`src/hw/rtl/gamepad_serial_poller_defines.svh`:
```
// assertion macros for the gamepad serial poller
`ifndef GAMEPAD_SERIAL_POLLER_DEFINES_SVH
`define GAMEPAD_SERIAL_POLLER_DEFINES_SVH

// clocked check, held off during reset
`define GSP_ASSERT(name, prop, msg) \
  name: assert property (@(posedge clk) disable iff (rst) prop) else $error(msg);

// clocked check on a presented result
`define GSP_ASSERT_OUT(name, prop, msg) \
  `GSP_ASSERT(name, out_valid |-> (prop), msg)

`endif

```
`src/hw/rtl/gsp_pkg.sv`:
```
`timescale 1ns / 1ps

package gsp_pkg;

  localparam int NUM_BITS    = 16;
  localparam int BIT_IDX_W   = $clog2(NUM_BITS + 1);
  localparam int PRESS_W     = 16;
  localparam int PRESS_IDX_W = $clog2(PRESS_W);
  localparam int TIMER_W     = 16;

  localparam logic [15:0] POLL_INTERVAL_RST = 16'd16000;
  localparam logic [7:0]  LATCH_WIDTH_RST   = 8'd12;
  localparam logic [7:0]  LATCH_GAP_RST     = 8'd6;
  localparam logic [7:0]  CLOCK_HALF_RST    = 8'd6;

  typedef enum logic [1:0] {
    REG_POLL_INTERVAL = 2'd0,
    REG_LATCH_WIDTH   = 2'd1,
    REG_LATCH_GAP     = 2'd2,
    REG_CLOCK_HALF    = 2'd3
  } reg_index_t;

  typedef enum logic [2:0] {
    PH_IDLE     = 3'd0,
    PH_LATCH    = 3'd1,
    PH_GAP      = 3'd2,
    PH_CLK_LOW  = 3'd3,
    PH_CLK_HIGH = 3'd4
  } phase_t;

  localparam logic signed [1:0] HAT_NEG  = -2'sd1;
  localparam logic signed [1:0] HAT_POS  = 2'sd1;
  localparam logic signed [1:0] HAT_NONE = 2'sd0;

endpackage

```
`src/hw/rtl/gamepad_serial_poller.sv`:
```
`timescale 1ns / 1ps
// gamepad serial poller
// input channel (in_valid/in_ready, data_pin): one request per timebase tick,
//   carrying the sampled controller data line (low means pressed)
// output channel (out_valid/out_ready): one result per accepted tick with the
//   latch and clock pin levels, report_valid and, on report ticks, the
//   pressed bits, button flags and hat axes (zero on all other ticks)
// config channel (cfg_valid/cfg_ready, cfg_index, cfg_data): ready in every
//   cycle that takes no tick; index 0 poll interval, 1 latch width, 2 latch
//   gap, 3 half period of the pin clock; write only while no tick is in flight
// the result for a tick is registered and presented in the cycle after it is accepted
// throughput: one tick per cycle while the receiver takes each result; the tick is
//   decoded against the phase counters in a single pass and lands in one output register
// a stalled receiver holds the output register; in_ready drops only while a
//   result is held and out_ready is low, so no tick is lost or repeated
// reset: phase idle, timers and shift register cleared, registers back to
//   interval 16000, latch width 12, gap 6, half period 6, output empty
module gamepad_serial_poller (
  input  logic              clk,
  input  logic              rst,
  input  logic              in_valid,
  output logic              in_ready,
  input  logic              data_pin,
  output logic              out_valid,
  input  logic              out_ready,
  output logic              latch_out,
  output logic              clock_out,
  output logic              report_valid,
  output logic [15:0]       pressed_bits,
  output logic [7:0]        button_flags,
  output logic signed [1:0] hat_x,
  output logic signed [1:0] hat_y,
  input  logic              cfg_valid,
  output logic              cfg_ready,
  input  logic [1:0]        cfg_index,
  input  logic [15:0]       cfg_data
);

  logic [15:0] poll_period;
  logic [7:0]  latch_width;
  logic [7:0]  latch_gap;
  logic [7:0]  clock_half;

  gsp_pkg::phase_t                 phase;
  gsp_pkg::phase_t                 phase_next;
  logic [gsp_pkg::TIMER_W-1:0]     phase_timer;
  logic [gsp_pkg::TIMER_W-1:0]     phase_timer_next;
  logic [gsp_pkg::BIT_IDX_W-1:0]   bit_index;
  logic [gsp_pkg::BIT_IDX_W-1:0]   bit_index_next;
  logic [gsp_pkg::PRESS_W-1:0]     shift_bits;
  logic [gsp_pkg::PRESS_W-1:0]     shift_bits_next;

  logic [gsp_pkg::TIMER_W:0]       timer_inc;
  logic [gsp_pkg::BIT_IDX_W-1:0]   bit_inc;
  logic                            rep_now;
  logic                            latch_now;
  logic                            clock_now;
  logic [15:0]                     pressed_now;
  logic [7:0]                      flags_now;
  logic signed [1:0]               hx_now;
  logic signed [1:0]               hy_now;

  logic in_take;
  logic cfg_take;

  assign in_ready  = !out_valid || out_ready;
  assign in_take   = in_valid && in_ready;
  assign cfg_ready = !in_take;
  assign cfg_take  = cfg_valid && cfg_ready;

  assign timer_inc = {1'b0, phase_timer} + {{gsp_pkg::TIMER_W{1'b0}}, 1'b1};
  assign bit_inc   = bit_index + {{(gsp_pkg::BIT_IDX_W-1){1'b0}}, 1'b1};

  // next state
  always_comb begin
    phase_next       = phase;
    phase_timer_next = timer_inc[gsp_pkg::TIMER_W-1:0];
    bit_index_next   = bit_index;
    shift_bits_next  = shift_bits;
    rep_now          = 1'b0;
    case (phase)
      gsp_pkg::PH_LATCH: begin
        if (timer_inc >= {9'd0, latch_width}) begin
          phase_next       = gsp_pkg::PH_GAP;
          phase_timer_next = '0;
        end
      end
      gsp_pkg::PH_GAP: begin
        if (timer_inc >= {9'd0, latch_gap}) begin
          if (!data_pin && bit_index < gsp_pkg::BIT_IDX_W'(gsp_pkg::PRESS_W)) begin
            shift_bits_next[bit_index[gsp_pkg::PRESS_IDX_W-1:0]] = 1'b1;
          end
          phase_next       = gsp_pkg::PH_CLK_LOW;
          phase_timer_next = '0;
        end
      end
      gsp_pkg::PH_CLK_LOW: begin
        if (timer_inc >= {9'd0, clock_half}) begin
          phase_next       = gsp_pkg::PH_CLK_HIGH;
          phase_timer_next = '0;
        end
      end
      gsp_pkg::PH_CLK_HIGH: begin
        if (timer_inc >= {9'd0, clock_half}) begin
          phase_timer_next = '0;
          if (bit_inc >= gsp_pkg::BIT_IDX_W'(gsp_pkg::NUM_BITS)) begin
            rep_now        = 1'b1;
            phase_next     = gsp_pkg::PH_IDLE;
            bit_index_next = '0;
          end else begin
            bit_index_next = bit_inc;
            if (!data_pin && bit_inc < gsp_pkg::BIT_IDX_W'(gsp_pkg::PRESS_W)) begin
              shift_bits_next[bit_inc[gsp_pkg::PRESS_IDX_W-1:0]] = 1'b1;
            end
            phase_next = gsp_pkg::PH_CLK_LOW;
          end
        end
      end
      default: begin
        phase_next = gsp_pkg::PH_IDLE;
        if (poll_period == 16'd0) begin
          phase_timer_next = '0;
        end else if (timer_inc >= {1'b0, poll_period}) begin
          phase_next       = gsp_pkg::PH_LATCH;
          phase_timer_next = '0;
          bit_index_next   = '0;
          shift_bits_next  = '0;
        end
      end
    endcase
  end

  // pin levels and report decode
  always_comb begin
    latch_now   = (phase == gsp_pkg::PH_LATCH);
    clock_now   = (phase != gsp_pkg::PH_CLK_LOW);
    pressed_now = '0;
    flags_now   = '0;
    hx_now      = gsp_pkg::HAT_NONE;
    hy_now      = gsp_pkg::HAT_NONE;
    if (rep_now) begin
      pressed_now = shift_bits;
      flags_now   = {shift_bits[11:8], shift_bits[3:0]};
      if (shift_bits[4]) begin
        hy_now = gsp_pkg::HAT_NEG;
      end else if (shift_bits[5]) begin
        hy_now = gsp_pkg::HAT_POS;
      end
      if (shift_bits[6]) begin
        hx_now = gsp_pkg::HAT_NEG;
      end else if (shift_bits[7]) begin
        hx_now = gsp_pkg::HAT_POS;
      end
    end
  end

  always_ff @(posedge clk) begin
    if (rst) begin
      poll_period   <= gsp_pkg::POLL_INTERVAL_RST;
      latch_width   <= gsp_pkg::LATCH_WIDTH_RST;
      latch_gap     <= gsp_pkg::LATCH_GAP_RST;
      clock_half    <= gsp_pkg::CLOCK_HALF_RST;
      phase         <= gsp_pkg::PH_IDLE;
      phase_timer   <= '0;
      bit_index     <= '0;
      shift_bits    <= '0;
      out_valid     <= 1'b0;
    end else begin
      if (in_take) begin
        phase       <= phase_next;
        phase_timer <= phase_timer_next;
        bit_index   <= bit_index_next;
        shift_bits  <= shift_bits_next;
        out_valid   <= 1'b1;
      end else if (out_ready) begin
        out_valid <= 1'b0;
      end
      if (cfg_take) begin
        case (gsp_pkg::reg_index_t'(cfg_index))
          gsp_pkg::REG_POLL_INTERVAL: begin
            poll_period <= cfg_data;
            if (cfg_data == 16'd0 && phase == gsp_pkg::PH_IDLE) begin
              phase_timer <= '0;
            end
          end
          gsp_pkg::REG_LATCH_WIDTH: latch_width <= cfg_data[7:0];
          gsp_pkg::REG_LATCH_GAP:   latch_gap   <= cfg_data[7:0];
          gsp_pkg::REG_CLOCK_HALF:  clock_half  <= cfg_data[7:0];
          default: begin
          end
        endcase
      end
    end
  end

  // result register
  always_ff @(posedge clk) begin
    if (in_take) begin
      latch_out    <= latch_now;
      clock_out    <= clock_now;
      report_valid <= rep_now;
      pressed_bits <= pressed_now;
      button_flags <= flags_now;
      hat_x        <= hx_now;
      hat_y        <= hy_now;
    end
  end

`include "gamepad_serial_poller_defines.svh"

  `GSP_ASSERT_OUT(a_report_pins, !report_valid || (clock_out && !latch_out), "report off clock high")
  `GSP_ASSERT_OUT(a_quiet_fields, report_valid || (pressed_bits == 16'd0 && hat_x == 2'sd0 && hat_y == 2'sd0), "fields set without report")
  `GSP_ASSERT_OUT(a_latch_clock, !(latch_out && !clock_out), "latch high with clock low")
  `GSP_ASSERT(a_result_follows, in_take |=> out_valid, "accepted tick gave no result")

endmodule
```
`config.mk`:
```
export PLATFORM = sky130hd
export DESIGN_NAME = gamepad_serial_poller
export DESIGN_NICKNAME = d
export VERILOG_FILES = /design/src/hw/rtl/gsp_pkg.sv /design/src/hw/rtl/gamepad_serial_poller.sv
export VERILOG_INCLUDE_DIRS = /design/src /design/src/hw/rtl
export SDC_FILE = /design/constraint.sdc
export NUM_CORES = 1
export LEC_CHECK = 0
export ABC_CLOCK_PERIOD_IN_PS = 7600
export BUFFER_PORTS_ARGS = -buffer_cell sky130_fd_sc_hd__buf_2
export CAP_MARGIN = 25
export CORE_MARGIN = 8
export CORE_UTILIZATION = 45
export DETAILED_ROUTE_END_ITERATION = 6
export GPL_ROUTABILITY_DRIVEN = 0
export GPL_TIMING_DRIVEN = 0
export HOLD_SLACK_MARGIN = 0.12
export SETUP_SLACK_MARGIN = 0.05
export SYNTH_ARGS = -nofsm -noshare
export SYNTH_HDL_FRONTEND = slang
export SYNTH_SLANG_ARGS = --single-unit
```
`constraint.sdc`:
```
create_clock -name clk -period 7.6 [get_ports clk]
set_input_delay 1.52 -clock clk [delete_from_list [all_inputs] [get_ports clk]]
set_output_delay 1.52 -clock clk [all_outputs]
set_load 0.01 [all_outputs]
```
Yosys cells after proc, flatten, opt, wreduce, memory -nomap -nowiden --
Cells that the tools add are included. Widths: inputs -> output; s select.
Storage, ports and cells: register bits after elaboration 112, logic and storage cells 122, bits of input ports 24, output and inout bits 34
Operators by class: equality and inequality tests 17, reduce and logical (&&, ||, !) cells 28, $add $sub $neg 2, muxes and demuxes 44, bitwise operators 4, order comparisons 11
Operators with widths (count):
- $mux 16 | 16
- $pmux 16 s3 | 2
- $ge 17x8->1 | 3
- $logic_not 16->1 | 2
- $or 16x16->16 | 2
- $mux 5 | 4
- $add 16x1->17 const B | 1
- $ge 17x16->1 | 1
- $mux 3 | 4
- $ne 2x2->1 const B | 6
- $pmux 3 s4 | 1
- $mux 1 | 11
- $lt 4x5->1 const B | 2
- $lt 5x5->1 const B | 2
- $pmux 5 s2 | 1
- $reduce_and 5->1 | 2
- $reduce_and 9->1 | 1
- $demux 1 s4 | 2
- $ge 4x1->1 const B | 2
- $reduce_and 2->1 | 4
- $logic_and 1x1->1 | 7
- $eq 3x2->1 const B | 2
- $mux 2 | 3
- $add 5x1->5 const B | 1
- other kinds (17) | 24

Logic depth before layout (Yosys ltp) --
Gate-level depths: netlist of run 1.
depth after elaboration 10, gate-level depth with buffers 14, gate-level depth less buffers 13

Worst setup path after synthesis of run 1 --
Ideal clock, no wire load.
path type in2out, start point input port out_ready, end point output port cfg_ready, setup slack 3923 ps, stages 3, buffers on the path 1, data required time 6080 ps, data arrival time 2157 ps, path through nand2b_1 nand2_1 clkbuf_1
Between the ends: word-level cells in the longest chain between the ends 3
RTL lines:
- start: declaration | line gamepad_serial_poller.sv:25 | input logic out_ready,
- $logic_or 1x1->1 | line gamepad_serial_poller.sv:66 | assign in_ready = !out_valid || out_ready;
- $logic_and 1x1->1 | line gamepad_serial_poller.sv:67 | assign in_take = in_valid && in_ready;
- $logic_not 1->1 | line gamepad_serial_poller.sv:68 | assign cfg_ready = !in_take;
- end: declaration | line gamepad_serial_poller.sv:34 | output logic cfg_ready,
Every way passes these cells.

Final worst setup path of run 1 --
start point register phase_timer[0] (netlist bit), end point register bit_index[2] (netlist bit)
Between the ends: word-level cells in the longest chain between the ends 4, elaborated cells between the ends (all ways) 6, classes of those cells 1 x add/sub; 2 x order compare; 1 x eq/ne; 2 x reduce/logical
RTL lines:
- start: declaration | line gamepad_serial_poller.sv:46 | logic [gsp_pkg::TIMER_W-1:0] phase_timer;
- start signal: assignment | line gamepad_serial_poller.sv:171 | phase_timer <= phase_timer_next;
- $add 16x1->17 (*) | line gamepad_serial_poller.sv:71 | assign timer_inc = {1'b0, phase_timer} + {{gsp_pkg::TIMER_W{1'b0}}, 1'b1};
- $ge 17x8->1 or $ge 17x16->1 (tied branches) | line gamepad_serial_poller.sv:104, gamepad_serial_poller.sv:123
- $ne 2x2->1 (no line) or $reduce_bool 2->1 (tied branches)
- $reduce_and 5->1 (no line) (*)
- end signal: assignment | line gamepad_serial_poller.sv:172 | bit_index <= bit_index_next;
- end: declaration | line gamepad_serial_poller.sv:48 | logic [gsp_pkg::BIT_IDX_W-1:0] bit_index;
Every way passes the cells marked *; elsewhere a longest branch is shown, timed or not. A chain may end at the register's enable or synchronous reset.

==> results of run 1 <==
## area by class of cell
type,count,area (sq um),area share [%]
Inverter,48,180,2.71
Timing Repair Buffer,57,308,4.63
Clock buffer,11,243,3.65
Sequential cell,102,2250,33.8
Clock inverter,5,33.8,0.508
Multi-Input combinational cell,454,3210,48.2
Buffer,40,215,3.23
Tap cell,172,215,3.23
## worst register-to-register path, delay by kind of cell, from the launching register on
kind                       cells  cell delay (ps)
xor gates and xnor gates       1              690
and+or+nand+nor                2              340
AOI/OAI and AO/OA              6             1620
buffers and inverters          1              320
adders and majority gates      2              700
DFF                            1              600
## logic make-up (layout without fill, tap and decap cells)
logic type | Yosys count | after routing | share of synthesized area, %
buffers and inverters | 88 | 161 | 6.75
adder cells (fa/ha/maj) | 45 | 45 | 9.62
AO/OA/AOI/OAI | 144 | 144 | 19.3
multiplexers | 20 | 20 | 3.44
XOR/XNOR | 20 | 20 | 2.99
flip-flops | 102 | 102 | 38.5
AND/OR/NAND/NOR | 225 | 225 | 19.4
## cells in the final DEF (no fill, tap or decap), types with 4 or more instances in the layout
cell,instances
sky130_fd_sc_hd__a22o_1,24
sky130_fd_sc_hd__buf_2,63
sky130_fd_sc_hd__a21o_1,6
sky130_fd_sc_hd__buf_4,11
sky130_fd_sc_hd__or3_1,5
sky130_fd_sc_hd__clkbuf_1,19
sky130_fd_sc_hd__edfxtp_1,21
sky130_fd_sc_hd__xor2_1,8
sky130_fd_sc_hd__o21ai_0,13
sky130_fd_sc_hd__ha_1,45
sky130_fd_sc_hd__a211oi_1,5
sky130_fd_sc_hd__o21a_1,4
sky130_fd_sc_hd__xnor2_1,12
sky130_fd_sc_hd__nor3_1,6
sky130_fd_sc_hd__and3_1,7
sky130_fd_sc_hd__nand3_1,14
sky130_fd_sc_hd__nand2b_1,4
sky130_fd_sc_hd__inv_1,47
sky130_fd_sc_hd__o211ai_1,17
sky130_fd_sc_hd__nor2_1,39
sky130_fd_sc_hd__clkbuf_16,9
sky130_fd_sc_hd__and2_1,18
sky130_fd_sc_hd__mux2i_1,19
sky130_fd_sc_hd__a21oi_1,26
sky130_fd_sc_hd__nor2b_1,5
sky130_fd_sc_hd__nand2_1,91
sky130_fd_sc_hd__a32o_1,7
sky130_fd_sc_hd__and4_1,6
sky130_fd_sc_hd__dfxtp_1,81
sky130_fd_sc_hd__o22ai_1,5
sky130_fd_sc_hd__nand4_1,10
sky130_fd_sc_hd__nor4_1,7
## flip-flops by register name (all words and copies together) (netlist names)
register / count
bit_index: 5
latch_gap: 8
phase: 3
clock_half: 8
pressed_bits: 16
clock_out: 1
phase_timer: 16
hat_x: 1
hat_y: 1
poll_period: 16
latch_width: 8
latch_out: 1
out_valid: 1
report_valid: 1
shift_bits: 16
## worst min path at each step
stage	start	to	slack, ps	cells past startpoint
CTS	latch_gap[5]$_SDFFE_PP0P_	latch_gap[5]$_SDFFE_PP0P_	460	2
floorplan	shift_bits[12]$_SDFFE_PP0P_	shift_bits[12]$_SDFFE_PP0P_	430	1
finish	latch_gap[5]$_SDFFE_PP0P_	latch_gap[5]$_SDFFE_PP0P_	460	2
global placement	shift_bits[12]$_SDFFE_PP0P_	shift_bits[12]$_SDFFE_PP0P_	450	1
global route	latch_gap[5]$_SDFFE_PP0P_	latch_gap[5]$_SDFFE_PP0P_	480	2
detailed placement	latch_gap[5]$_SDFFE_PP0P_	latch_gap[5]$_SDFFE_PP0P_	450	2
## routing by layer
metal	GRT usage, %	vias up
li1	-	2432
met1	23.4	2308
met2	29.9	127
met3	2.90	24
met4	7.86	0
met5	0	-
## power groups by stage
stage	combinational, mW	clock, mW	sequential (mW)
after floorplan	0.0511	0	0.585
after global placement	0.0881	0	0.583
after detailed placement	0.0902	0	0.584
after CTS	0.0909	0.446	0.572
after global routing	0.103	0.471	0.573
final	0.0926	0.436	0.571
## through the flow
| step | utilization [%] | cells |
|---|---|---|
| 2_1_floorplan | - | 644 |
| 4_1_cts | 52.3 | 888 |
| 5_1_grt | 52.5 | 889 |
| 3_5_place_dp | 50.1 | 872 |
| 6_report | 52.5 | 889 |
| 3_3_place_gp | 50.1 | 872 |
==> tab_implementation.tex, run 1 <==
\begin{tabular}{lr}
\hline
Metric & Value \\
\hline
\multicolumn{2}{l}{\textbf{Status}} \\
\quad Result of the run & completed \\
\multicolumn{2}{l}{\textbf{Routing}} \\
\quad Number of detailed-routing iterations run before antenna repair & 5 \\
\quad Routed wl met3 & between 600 and 700 um \\
\quad First-iteration detailed-routing DRC count & 266 \\
\quad Count of antenna-violating nets left after detailed routing & 0 \\
\quad Mean routed wirelength per cell & 16.8 um \\
\quad Total via count after detailed routing & 4891 \\
\quad Drt via density & 5.50 \\
\quad WL met2 & $\sim$6.9 mm \\
\quad Met1 routed wirelength after detailed routing & about 7 mm \\
\quad Residual DRC count & 0 \\
\quad Final wirelength & 14.9 mm \\
\quad Top layer used by detailed routing & met4 \\
\multicolumn{2}{l}{\textbf{Clock network}} \\
\quad Number of buffers on the longest clock path & 2 \\
\quad Clock buffer count from CTS & 9 \\
\quad Clock slew seen by the registers of the worst setup and hold paths & 70 ps \\
\quad Number of H-tree levels & 3 \\
\quad Clock tree root buffer cell & sky130\_fd\_sc\_hd\_\_clkbuf\_16 \\
\quad Post-CTS resize count & 0 \\
\quad Postcts setup bufs & 0 \\
\quad Post-cts hold buffer count & 0 \\
\quad Num Clock Sinks & roughly 100 \\
\quad CTS tree & done \\
\quad Clk Latency, worst-skew pair & 350 ps \\
\multicolumn{2}{l}{\textbf{Power and ir drop}} \\
\quad Clock network fraction of total power & 39.7\% \\
\quad Net switching power figure & 0.269 mW \\
\quad Leak & approximately 2.9 nW \\
\quad Total power per unit cell area & 165 mW/mm\^{}2 \\
\quad Total internal power & 0.832 mW \\
\quad Share of power burned in combinational logic & 8.4\% \\
\quad Overall power consumption & 1.10 mW \\
\quad Sequential power share & 51.9\% \\
\quad Switching Fraction & 24.4\% \\
\quad Worst voltage drop across the vdd grid & $\sim$0.00014 V \\
\multicolumn{2}{l}{\textbf{Layout}} \\
\quad Final instance area & 0.00665 sq mm \\
\quad Ant. Diodes & 0 \\
\quad Share of final-layout standard cells stronger than drive strength 1 & between 10\% and 20\% \\
\quad Area added between synthesis and finish & 13.7\% \\
\quad Filler cell count & between 1000 and 1500 \\
\quad Final \#Nets & 781 \\
\multicolumn{2}{l}{\textbf{Global routing}} \\
\quad Leftover overflow at the end of global routing & 0 \\
\quad Total track usage & 18.3\% \\
\quad Pin count of the biggest net entering global routing & 28 \\
\quad Initial antenna violation count & 0 \\
\quad Wire length of the first global-routing pass & 24.2 mm \\
\quad Number of global-route vias before repair & 4809 \\
\multicolumn{2}{l}{\textbf{Logic synthesis}} \\
\quad Most numerous cell in the Yosys netlist & sky130\_fd\_sc\_hd\_\_nand2\_1 \\
\quad Count of synthesis-stage warnings from yosys & 0 \\
\quad Prevailing post-synth register cell & sky130\_fd\_sc\_hd\_\_dfxtp\_1 \\
\quad Flops \& latches, synth & $\sim$100 \\
\quad Share of flip-flops with an asynchronous set or reset & 0\% \\
\quad Seq/Total Area, Yosys & 38.5\% \\
\quad Mapped cell area & 0.00585 sq mm \\
\quad Cell type contributing the most total cell area after synthesis & sky130\_fd\_sc\_hd\_\_dfxtp\_1 \\
\quad Mean Syn Cell Area & 9.09 sq um \\
\quad Post-synthesis net count & 713 \\
\quad Count of different cell masters after synthesis & 71 \\
\quad Largest cells by area after synthesis & sky130\_fd\_sc\_hd\_\_dfxtp\_1 (28\%), sky130\_fd\_sc\_hd\_\_edfxtp\_1 (11\%), sky130\_fd\_sc\_hd\_\_ha\_1 (9.6\%), sky130\_fd\_sc\_hd\_\_nand2\_1 (5.8\%), sky130\_fd\_sc\_hd\_\_a22o\_1 (3.6\%) \\
\quad Post-synth EDFFs & 21 \\
\quad Synth Instances & approximately 640 \\
\quad Yosys top cell area share & 27.7\% \\
\quad Synth top cells by count & sky130\_fd\_sc\_hd\_\_nand2\_1 (91), sky130\_fd\_sc\_hd\_\_dfxtp\_1 (81), sky130\_fd\_sc\_hd\_\_inv\_1 (47) \\
\multicolumn{2}{l}{\textbf{Worst setup path}} \\
\quad Family with the most delay on the worst path & compound AO/OA/AOI/OAI gates \\
\quad Setup slack, reg-to-reg & approximately 3300 ps \\
\quad CP Data Required Time & 7900 ps \\
\quad Arrival time at the worst endpoint & 4610 ps \\
\quad Category of the worst setup path launch point & flop \\
\quad Critical path's slowest cell & sky130\_fd\_sc\_hd\_\_xnor2\_1 \\
\quad Worst Path Class, Setup & flop to flop \\
\quad Crit-path max cell delay & 690 ps \\
\quad Critical path startpoint & phase\_timer[0]\$\_SDFF\_PP0\_ \\
\quad Reg-to-reg endpoint & bit\_index[2]\$\_SDFFE\_PP0P\_ \\
\quad Cell-by-cell listing of the critical path & ha\_1, and2\_1, nand4\_1, xnor2\_1, ha\_1, a21oi\_1, o21ai\_0, o31ai\_1, a21oi\_2, a21oi\_2, buf\_2, a31o\_1 \\
\quad Peak fanout along the critical path & 10 \\
\quad End of the critical path & bit\_index[2]\$\_SDFFE\_PP0P\_ \\
\quad Bufs and invs on worst path & 1 \\
\quad Element type at the critical path end & flop \\
\quad Worst reg2reg startpoint & phase\_timer[0]\$\_SDFF\_PP0\_ \\
\quad Cells on worst reg2reg path & 12 \\
\quad Number of logic stages on the critical path including buffering & 12 \\
\multicolumn{2}{l}{\textbf{Placement}} \\
\quad Placed cell areas & 0.00635 sq mm \\
\quad DP Worst Slack & about 3400 ps \\
\quad Hpwl dp & roughly 11 mm \\
\quad Count of buffers from port buffering & 56 \\
\multicolumn{2}{l}{\textbf{Floorplanning}} \\
\quad Core Footprint & 0.0127 sq mm \\
\quad X dimension of the die & 130 um \\
\quad I/O pin total & 58 \\
\quad Starting density of the core & 46.2\% \\
\quad FP Rows & 41 \\
\quad Die footprint & approximately 0.017 sq mm \\
\quad Overall die height & 130 um \\
\multicolumn{2}{l}{\textbf{Worst hold path}} \\
\quad Hold Crit Class & flop to flop \\
\multicolumn{2}{l}{\textbf{STA}} \\
\quad Share of the clock period used by the worst path after layout & 56.7\% \\
\quad Fin crit period & about 4300 ps \\
\quad Worst-Margin Slew & 833 ps \\
\quad Max transition margin & 44.1\% \\
\quad Final-report max-slew violation count & 0 \\
\quad Final worst hold slack & between 400 and 500 ps \\
\quad RSZ-0062 raised after global routing & no \\
\quad Total Neg Setup Slack & 0 ps \\
\quad Setup Skew & just under 9 ps \\
\quad \# setup viols final & 0 \\
\quad Final Worst Setup Slack & $\sim$3300 ps \\
\quad Total count of hold-check failures in the final report & 0 \\
\quad Achievable frequency & approximately 230 MHz \\
\multicolumn{2}{l}{\textbf{Run}} \\
\quad Maxcap violations & 0 \\
\hline
\end{tabular}
(Power assumes the default switching activity.)
==> run 2, diff against run 1 <==
--- a/config.mk
+++ b/config.mk
@@ -6,7 +6,8 @@
 export SDC_FILE = /design/constraint.sdc
 export NUM_CORES = 1
 export LEC_CHECK = 0
-export ABC_CLOCK_PERIOD_IN_PS = 7600
+export ABC_AREA = 1
+export ABC_CLOCK_PERIOD_IN_PS = 4500
 export BUFFER_PORTS_ARGS = -buffer_cell sky130_fd_sc_hd__buf_2
 export CAP_MARGIN = 25
 export CORE_MARGIN = 8
==> constraint.sdc (replaced) <==
create_clock -name clk -period 4.5 [get_ports clk]
set_input_delay 0.9 -clock clk [delete_from_list [all_inputs] [get_ports clk]]
set_output_delay 0.9 -clock clk [all_outputs]
set_load 0.01 [all_outputs]
==> tab_implementation.tex, run 2 <==
\begin{tabular}{lr}
\hline
Metric & Value \\
\hline
\multicolumn{2}{l}{\textbf{Status}} \\
\quad Result of the run & completed (unchanged) \\
\multicolumn{2}{l}{\textbf{Worst hold path}} \\
\quad Number of cells on the worst hold path & 2 (unchanged) \\
\quad Hold Crit Endpoint & shift\_bits[0]\$\_SDFFE\_PP0P\_ (was latch\_gap[5]\$\_SDFFE\_PP0P\_) \\
\quad Worst hold start & shift\_bits[0]\$\_SDFFE\_PP0P\_ (was latch\_gap[5]\$\_SDFFE\_PP0P\_) \\
\quad Hold Crit Class & flop to flop (unchanged) \\
\multicolumn{2}{l}{\textbf{Global routing}} \\
\quad Initial antenna violation count & 0 (unchanged) \\
\quad Pin count of the biggest net entering global routing & 31 (was 28) \\
\quad Wire length of the first global-routing pass & 27.5 mm (was 24.2 mm) \\
\quad Number of global-route vias before repair & 5407 (was 4809) \\
\quad Total track usage & 19.2\% (was 18.3\%) \\
\quad Leftover overflow at the end of global routing & 0 (unchanged) \\
\multicolumn{2}{l}{\textbf{STA}} \\
\quad Achievable frequency & 251 MHz (was 232 MHz) \\
\quad Worst-Margin Slew & 784 ps (was 833 ps) \\
\quad RSZ-0062 raised after global routing & no (unchanged) \\
\quad \# setup viols final & 0 (unchanged) \\
\quad Max transition margin & 47.6\% (was 44.1\%) \\
\quad Setup Skew & 9.50 ps (was 8.64 ps) \\
\quad Share of the clock period used by the worst path after layout & 88.5\% (was 56.7\%) \\
\quad Total Neg Setup Slack & 0 ps (unchanged) \\
\quad Total count of hold-check failures in the final report & 0 (unchanged) \\
\quad Final-report max-slew violation count & 0 (unchanged) \\
\quad Fin crit period & 3980 ps (was 4310 ps) \\
\multicolumn{2}{l}{\textbf{Clock network}} \\
\quad Number of buffers on the longest clock path & 2 (unchanged) \\
\quad Num Clock Sinks & 102 (unchanged) \\
\quad CTS tree & done (unchanged) \\
\quad Clk Latency, worst-skew pair & 360 ps (was 350 ps) \\
\quad Clock slew seen by the registers of the worst setup and hold paths & 70 ps (about the same) \\
\quad Clock tree root buffer cell & sky130\_fd\_sc\_hd\_\_clkbuf\_16 (unchanged) \\
\quad Clock buffer count from CTS & 9 (unchanged) \\
\quad Postcts setup bufs & 0 (unchanged) \\
\quad Post-CTS resize count & 0 (unchanged) \\
\quad Post-cts hold buffer count & 0 (unchanged) \\
\quad Number of H-tree levels & 3 (unchanged) \\
\multicolumn{2}{l}{\textbf{Worst setup path}} \\
\quad Cell-by-cell listing of the critical path & ha\_1, nand2\_1, nor2\_2, nor2\_1, a21oi\_1, ha\_1, nand2\_1, nand2\_1, a21oi\_1, nand2\_1, nand2\_1, nand2\_1, nand2\_1, nand2\_1, nand2\_1, nand2\_2, nand2\_1, nand2\_1, nand3\_4, buf\_6, nand2\_1, a21oi\_1 (was ha\_1, and2\_1, nand4\_1, xnor2\_1, ha\_1, a21oi\_1, o21ai\_0, o31ai\_1, a21oi\_2, a21oi\_2, buf\_2, a31o\_1) \\
\quad Bufs and invs on worst path & 1 (unchanged) \\
\quad Family with the most delay on the worst path & simple AND/OR/NAND/NOR gates (was compound AO/OA/AOI/OAI gates) \\
\quad Element type at the critical path end & flop (unchanged) \\
\quad Worst reg2reg startpoint & phase\_timer[0]\$\_SDFF\_PP0\_ (unchanged) \\
\quad Crit-path max cell delay & 570 ps (was 690 ps) \\
\quad Worst Path Class, Setup & flop to flop (unchanged) \\
\quad Reg-to-reg endpoint & shift\_bits[9]\$\_SDFFE\_PP0P\_ (was bit\_index[2]\$\_SDFFE\_PP0P\_) \\
\quad Setup slack, reg-to-reg & 520 ps (was 3290 ps) \\
\quad Most Frequent Cell on Critical Path & sky130\_fd\_sc\_hd\_\_nand2\_1 \\
\quad CP Data Required Time & 4780 ps (was 7900 ps) \\
\quad Arrival time at the worst endpoint & 4270 ps (was 4610 ps) \\
\quad Critical path's slowest cell & sky130\_fd\_sc\_hd\_\_a21oi\_1 (was sky130\_fd\_sc\_hd\_\_xnor2\_1) \\
\quad Category of the worst setup path launch point & flop (unchanged) \\
\quad Peak fanout along the critical path & 10 (unchanged) \\
\quad Cells on worst reg2reg path & 22 (was 12) \\
\multicolumn{2}{l}{\textbf{Power and ir drop}} \\
\quad Switching Fraction & 31.9\% (was 24.4\%) \\
\quad Total power per unit cell area & 363 mW/mm\^{}2 (was 165 mW/mm\^{}2) \\
\quad Share of power burned in combinational logic & 23.6\% (was 8.4\%) \\
\quad Sequential power share & 39.5\% (was 51.9\%) \\
\quad Net switching power figure & 0.817 mW (was 0.269 mW) \\
\quad Leak & 3.23 nW (was 2.88 nW) \\
\quad Clock network fraction of total power & 36.9\% (was 39.7\%) \\
\quad Total internal power & 1.75 mW (was 0.832 mW) \\
\quad Worst voltage drop across the vdd grid & 0.000224 V (was 0.000139 V) \\
\multicolumn{2}{l}{\textbf{Routing}} \\
\quad Residual DRC count & 0 (unchanged) \\
\quad Count of antenna-violating nets left after detailed routing & 0 (unchanged) \\
\quad First-iteration detailed-routing DRC count & 373 (was 266) \\
\quad Drt via density & 5.11 (was 5.50) \\
\quad Total via count after detailed routing & 5724 (was 4891) \\
\quad Number of detailed-routing iterations run before antenna repair & 5 (unchanged) \\
\quad Mean routed wirelength per cell & 15.0 um (was 16.8 um) \\
\quad Final wirelength & 16.9 mm (was 14.9 mm) \\
\multicolumn{2}{l}{\textbf{Floorplanning}} \\
\quad Die footprint & 0.0178 sq mm (was 0.0169 sq mm) \\
\quad X dimension of the die & 133 um (was 130 um) \\
\quad FP Rows & 43 (was 41) \\
\quad Core Footprint & 0.0137 sq mm (was 0.0127 sq mm) \\
\quad Overall die height & 133 um (was 130 um) \\
\quad Starting density of the core & 45.3\% (was 46.2\%) \\
\quad I/O pin total & 58 (unchanged) \\
\multicolumn{2}{l}{\textbf{Run}} \\
\quad Maxcap violations & 0 (unchanged) \\
\multicolumn{2}{l}{\textbf{Logic synthesis}} \\
\quad Post-synthesis net count & 937 (was 713) \\
\quad Mapped cell area & 0.00619 sq mm (was 0.00585 sq mm) \\
\quad Flops \& latches, synth & 102 (unchanged) \\
\quad Prevailing post-synth register cell & sky130\_fd\_sc\_hd\_\_dfxtp\_1 (unchanged) \\
\quad Count of synthesis-stage warnings from yosys & 0 (unchanged) \\
\quad Seq/Total Area, Yosys & 36.4\% (was 38.5\%) \\
\quad Mean Syn Cell Area & 7.13 sq um (was 9.09 sq um) \\
\quad Post-synth EDFFs & 21 (unchanged) \\
\quad Synth top cells by count & sky130\_fd\_sc\_hd\_\_nand2\_1 (193), sky130\_fd\_sc\_hd\_\_inv\_1 (133), sky130\_fd\_sc\_hd\_\_a21oi\_1 (91) (was sky130\_fd\_sc\_hd\_\_nand2\_1 (91), sky130\_fd\_sc\_hd\_\_dfxtp\_1 (81), sky130\_fd\_sc\_hd\_\_inv\_1 (47)) \\
\quad Yosys top cell area share & 26.2\% (was 27.7\%) \\
\quad Share of flip-flops with an asynchronous set or reset & 0\% (unchanged) \\
\quad Most numerous cell in the Yosys netlist & sky130\_fd\_sc\_hd\_\_nand2\_1 (unchanged) \\
\quad Count of different cell masters after synthesis & 38 (was 71) \\
\quad Cell type contributing the most total cell area after synthesis & sky130\_fd\_sc\_hd\_\_dfxtp\_1 (unchanged) \\
\quad Synth Instances & 868 (was 644) \\
\quad Largest cells by area after synthesis & sky130\_fd\_sc\_hd\_\_dfxtp\_1 (26\%), sky130\_fd\_sc\_hd\_\_nand2\_1 (12\%), sky130\_fd\_sc\_hd\_\_edfxtp\_1 (10\%), sky130\_fd\_sc\_hd\_\_ha\_1 (9.1\%), sky130\_fd\_sc\_hd\_\_inv\_1 (8.1\%) (was sky130\_fd\_sc\_hd\_\_dfxtp\_1 (28\%), sky130\_fd\_sc\_hd\_\_edfxtp\_1 (11\%), sky130\_fd\_sc\_hd\_\_ha\_1 (9.6\%), sky130\_fd\_sc\_hd\_\_nand2\_1 (5.8\%), sky130\_fd\_sc\_hd\_\_a22o\_1 (3.6\%)) \\
\multicolumn{2}{l}{\textbf{Layout}} \\
\quad Final instance area & 0.00708 sq mm (was 0.00665 sq mm) \\
\quad Most frequent standard cell in the layout excluding fill and tap cells & sky130\_fd\_sc\_hd\_\_nand2\_1 (unchanged) \\
\quad Ant. Diodes & 0 (unchanged) \\
\quad Core utilization of the finished layout & 51.8\% (was 52.5\%) \\
\quad Commonest non-fill, non-tap cells in the layout & sky130\_fd\_sc\_hd\_\_nand2\_1 (193), sky130\_fd\_sc\_hd\_\_inv\_1 (133), sky130\_fd\_sc\_hd\_\_a21oi\_1 (91), sky130\_fd\_sc\_hd\_\_dfxtp\_1 (81), sky130\_fd\_sc\_hd\_\_nor2\_1 (80) (was sky130\_fd\_sc\_hd\_\_nand2\_1 (91), sky130\_fd\_sc\_hd\_\_dfxtp\_1 (81), sky130\_fd\_sc\_hd\_\_buf\_2 (63), sky130\_fd\_sc\_hd\_\_inv\_1 (47), sky130\_fd\_sc\_hd\_\_ha\_1 (45)) \\
\quad Final \#Nets & 1005 (was 781) \\
\quad Area added between synthesis and finish & 14.3\% (was 13.7\%) \\
\quad Share of final-layout standard cells stronger than drive strength 1 & 12.6\% (was 16.3\%) \\
\multicolumn{2}{l}{\textbf{Placement}} \\
\quad Placed cell areas & 0.00670 sq mm (was 0.00635 sq mm) \\
\quad Count of buffers from port buffering & 57 (was 56) \\
\quad Hpwl dp & 12.7 mm (was 11.3 mm) \\
\hline
\end{tabular}
==> run 2: how the worst max path moves through the flow <==
| stage | startpoint | to | slack (ps) | cells past startpoint |
|---|---|---|---|---|
| 6_report | phase_timer[0]$_SDFF_PP0_ | shift_bits[9]$_SDFFE_PP0P_ | 520 | 22 |
| 4_1_cts | phase_timer[0]$_SDFF_PP0_ | shift_bits[9]$_SDFFE_PP0P_ | 510 | 21 |
| 2_1_floorplan | phase_timer[0]$_SDFF_PP0_ | shift_bits[15]$_SDFFE_PP0P_ | 1560 | 25 |
| 3_3_place_gp | phase_timer[0]$_SDFF_PP0_ | shift_bits[14]$_SDFFE_PP0P_ | 540 | 22 |
| 3_5_place_dp | phase_timer[0]$_SDFF_PP0_ | shift_bits[14]$_SDFFE_PP0P_ | 560 | 22 |
| 5_1_grt | phase_timer[0]$_SDFF_PP0_ | shift_bits[10]$_SDFFE_PP0P_ | 180 | 22 |
==> run 2: tightest hold or removal path, stage by stage, from the launching register on <==
cell and delay [ps]:
sky130_fd_sc_hd__dfxtp_1 310, sky130_fd_sc_hd__nand2_1 60, sky130_fd_sc_hd__a21oi_1 50
==> run 2: cell families after synthesis <==
group / synth area share, %
AND/OR/NAND/NOR: 27.3
buffers and inverters: 11.4
AO/OA/AOI/OAI: 15.0
flip-flops: 36.4
adder cells (fa/ha/maj): 9.09
XOR/XNOR: 0.849
==> run 2: metrics by stage <==
stage | setup slack [ps] | std cells | power [mW] | hold slack, ps
2_1_floorplan | 1560 | 868 | 1.45 | 435
4_1_cts | 508 | 1121 | 2.57 | 466
3_5_place_dp | 562 | 1105 | 1.63 | 453
6_report | 516 | 1121 | 2.57 | 461
3_3_place_gp | 537 | 1105 | 1.63 | 448
5_1_grt | 182 | 1121 | 2.69 | 481
==> run 2: metal layers <==
metal	vias to the layer above	wire [um]	part of all wire (%)	GRT usage [%]
met1	2595	8010	47	25.0
met2	129	7820	46	31.3
met5	-	0	0	0
met4	0	327	1.9	5.49
met3	26	712	4.2	3.92
li1	2974	-	-	-
==> run 2: cell type report <==
class                      count  area [sq um]
timing repair buffer          57           285
tap                          180           225
multi-input combinational    594          3230
buffer                        35           193
sequential                   102          2250
fill                        1449          6590
clock buffer                  13           304
inverter                     137           514
clock inverter                 3          68.8
==> run 2: power by group through the flow <==
stage	clock [mW]	sequential, mW	combinational, mW
after floorplan	0	1.03	0.420
after global placement	0	1.03	0.593
after detailed placement	0	1.03	0.592
after CTS	0.962	1.01	0.599
after global routing	1.00	1.02	0.672
final	0.948	1.01	0.605
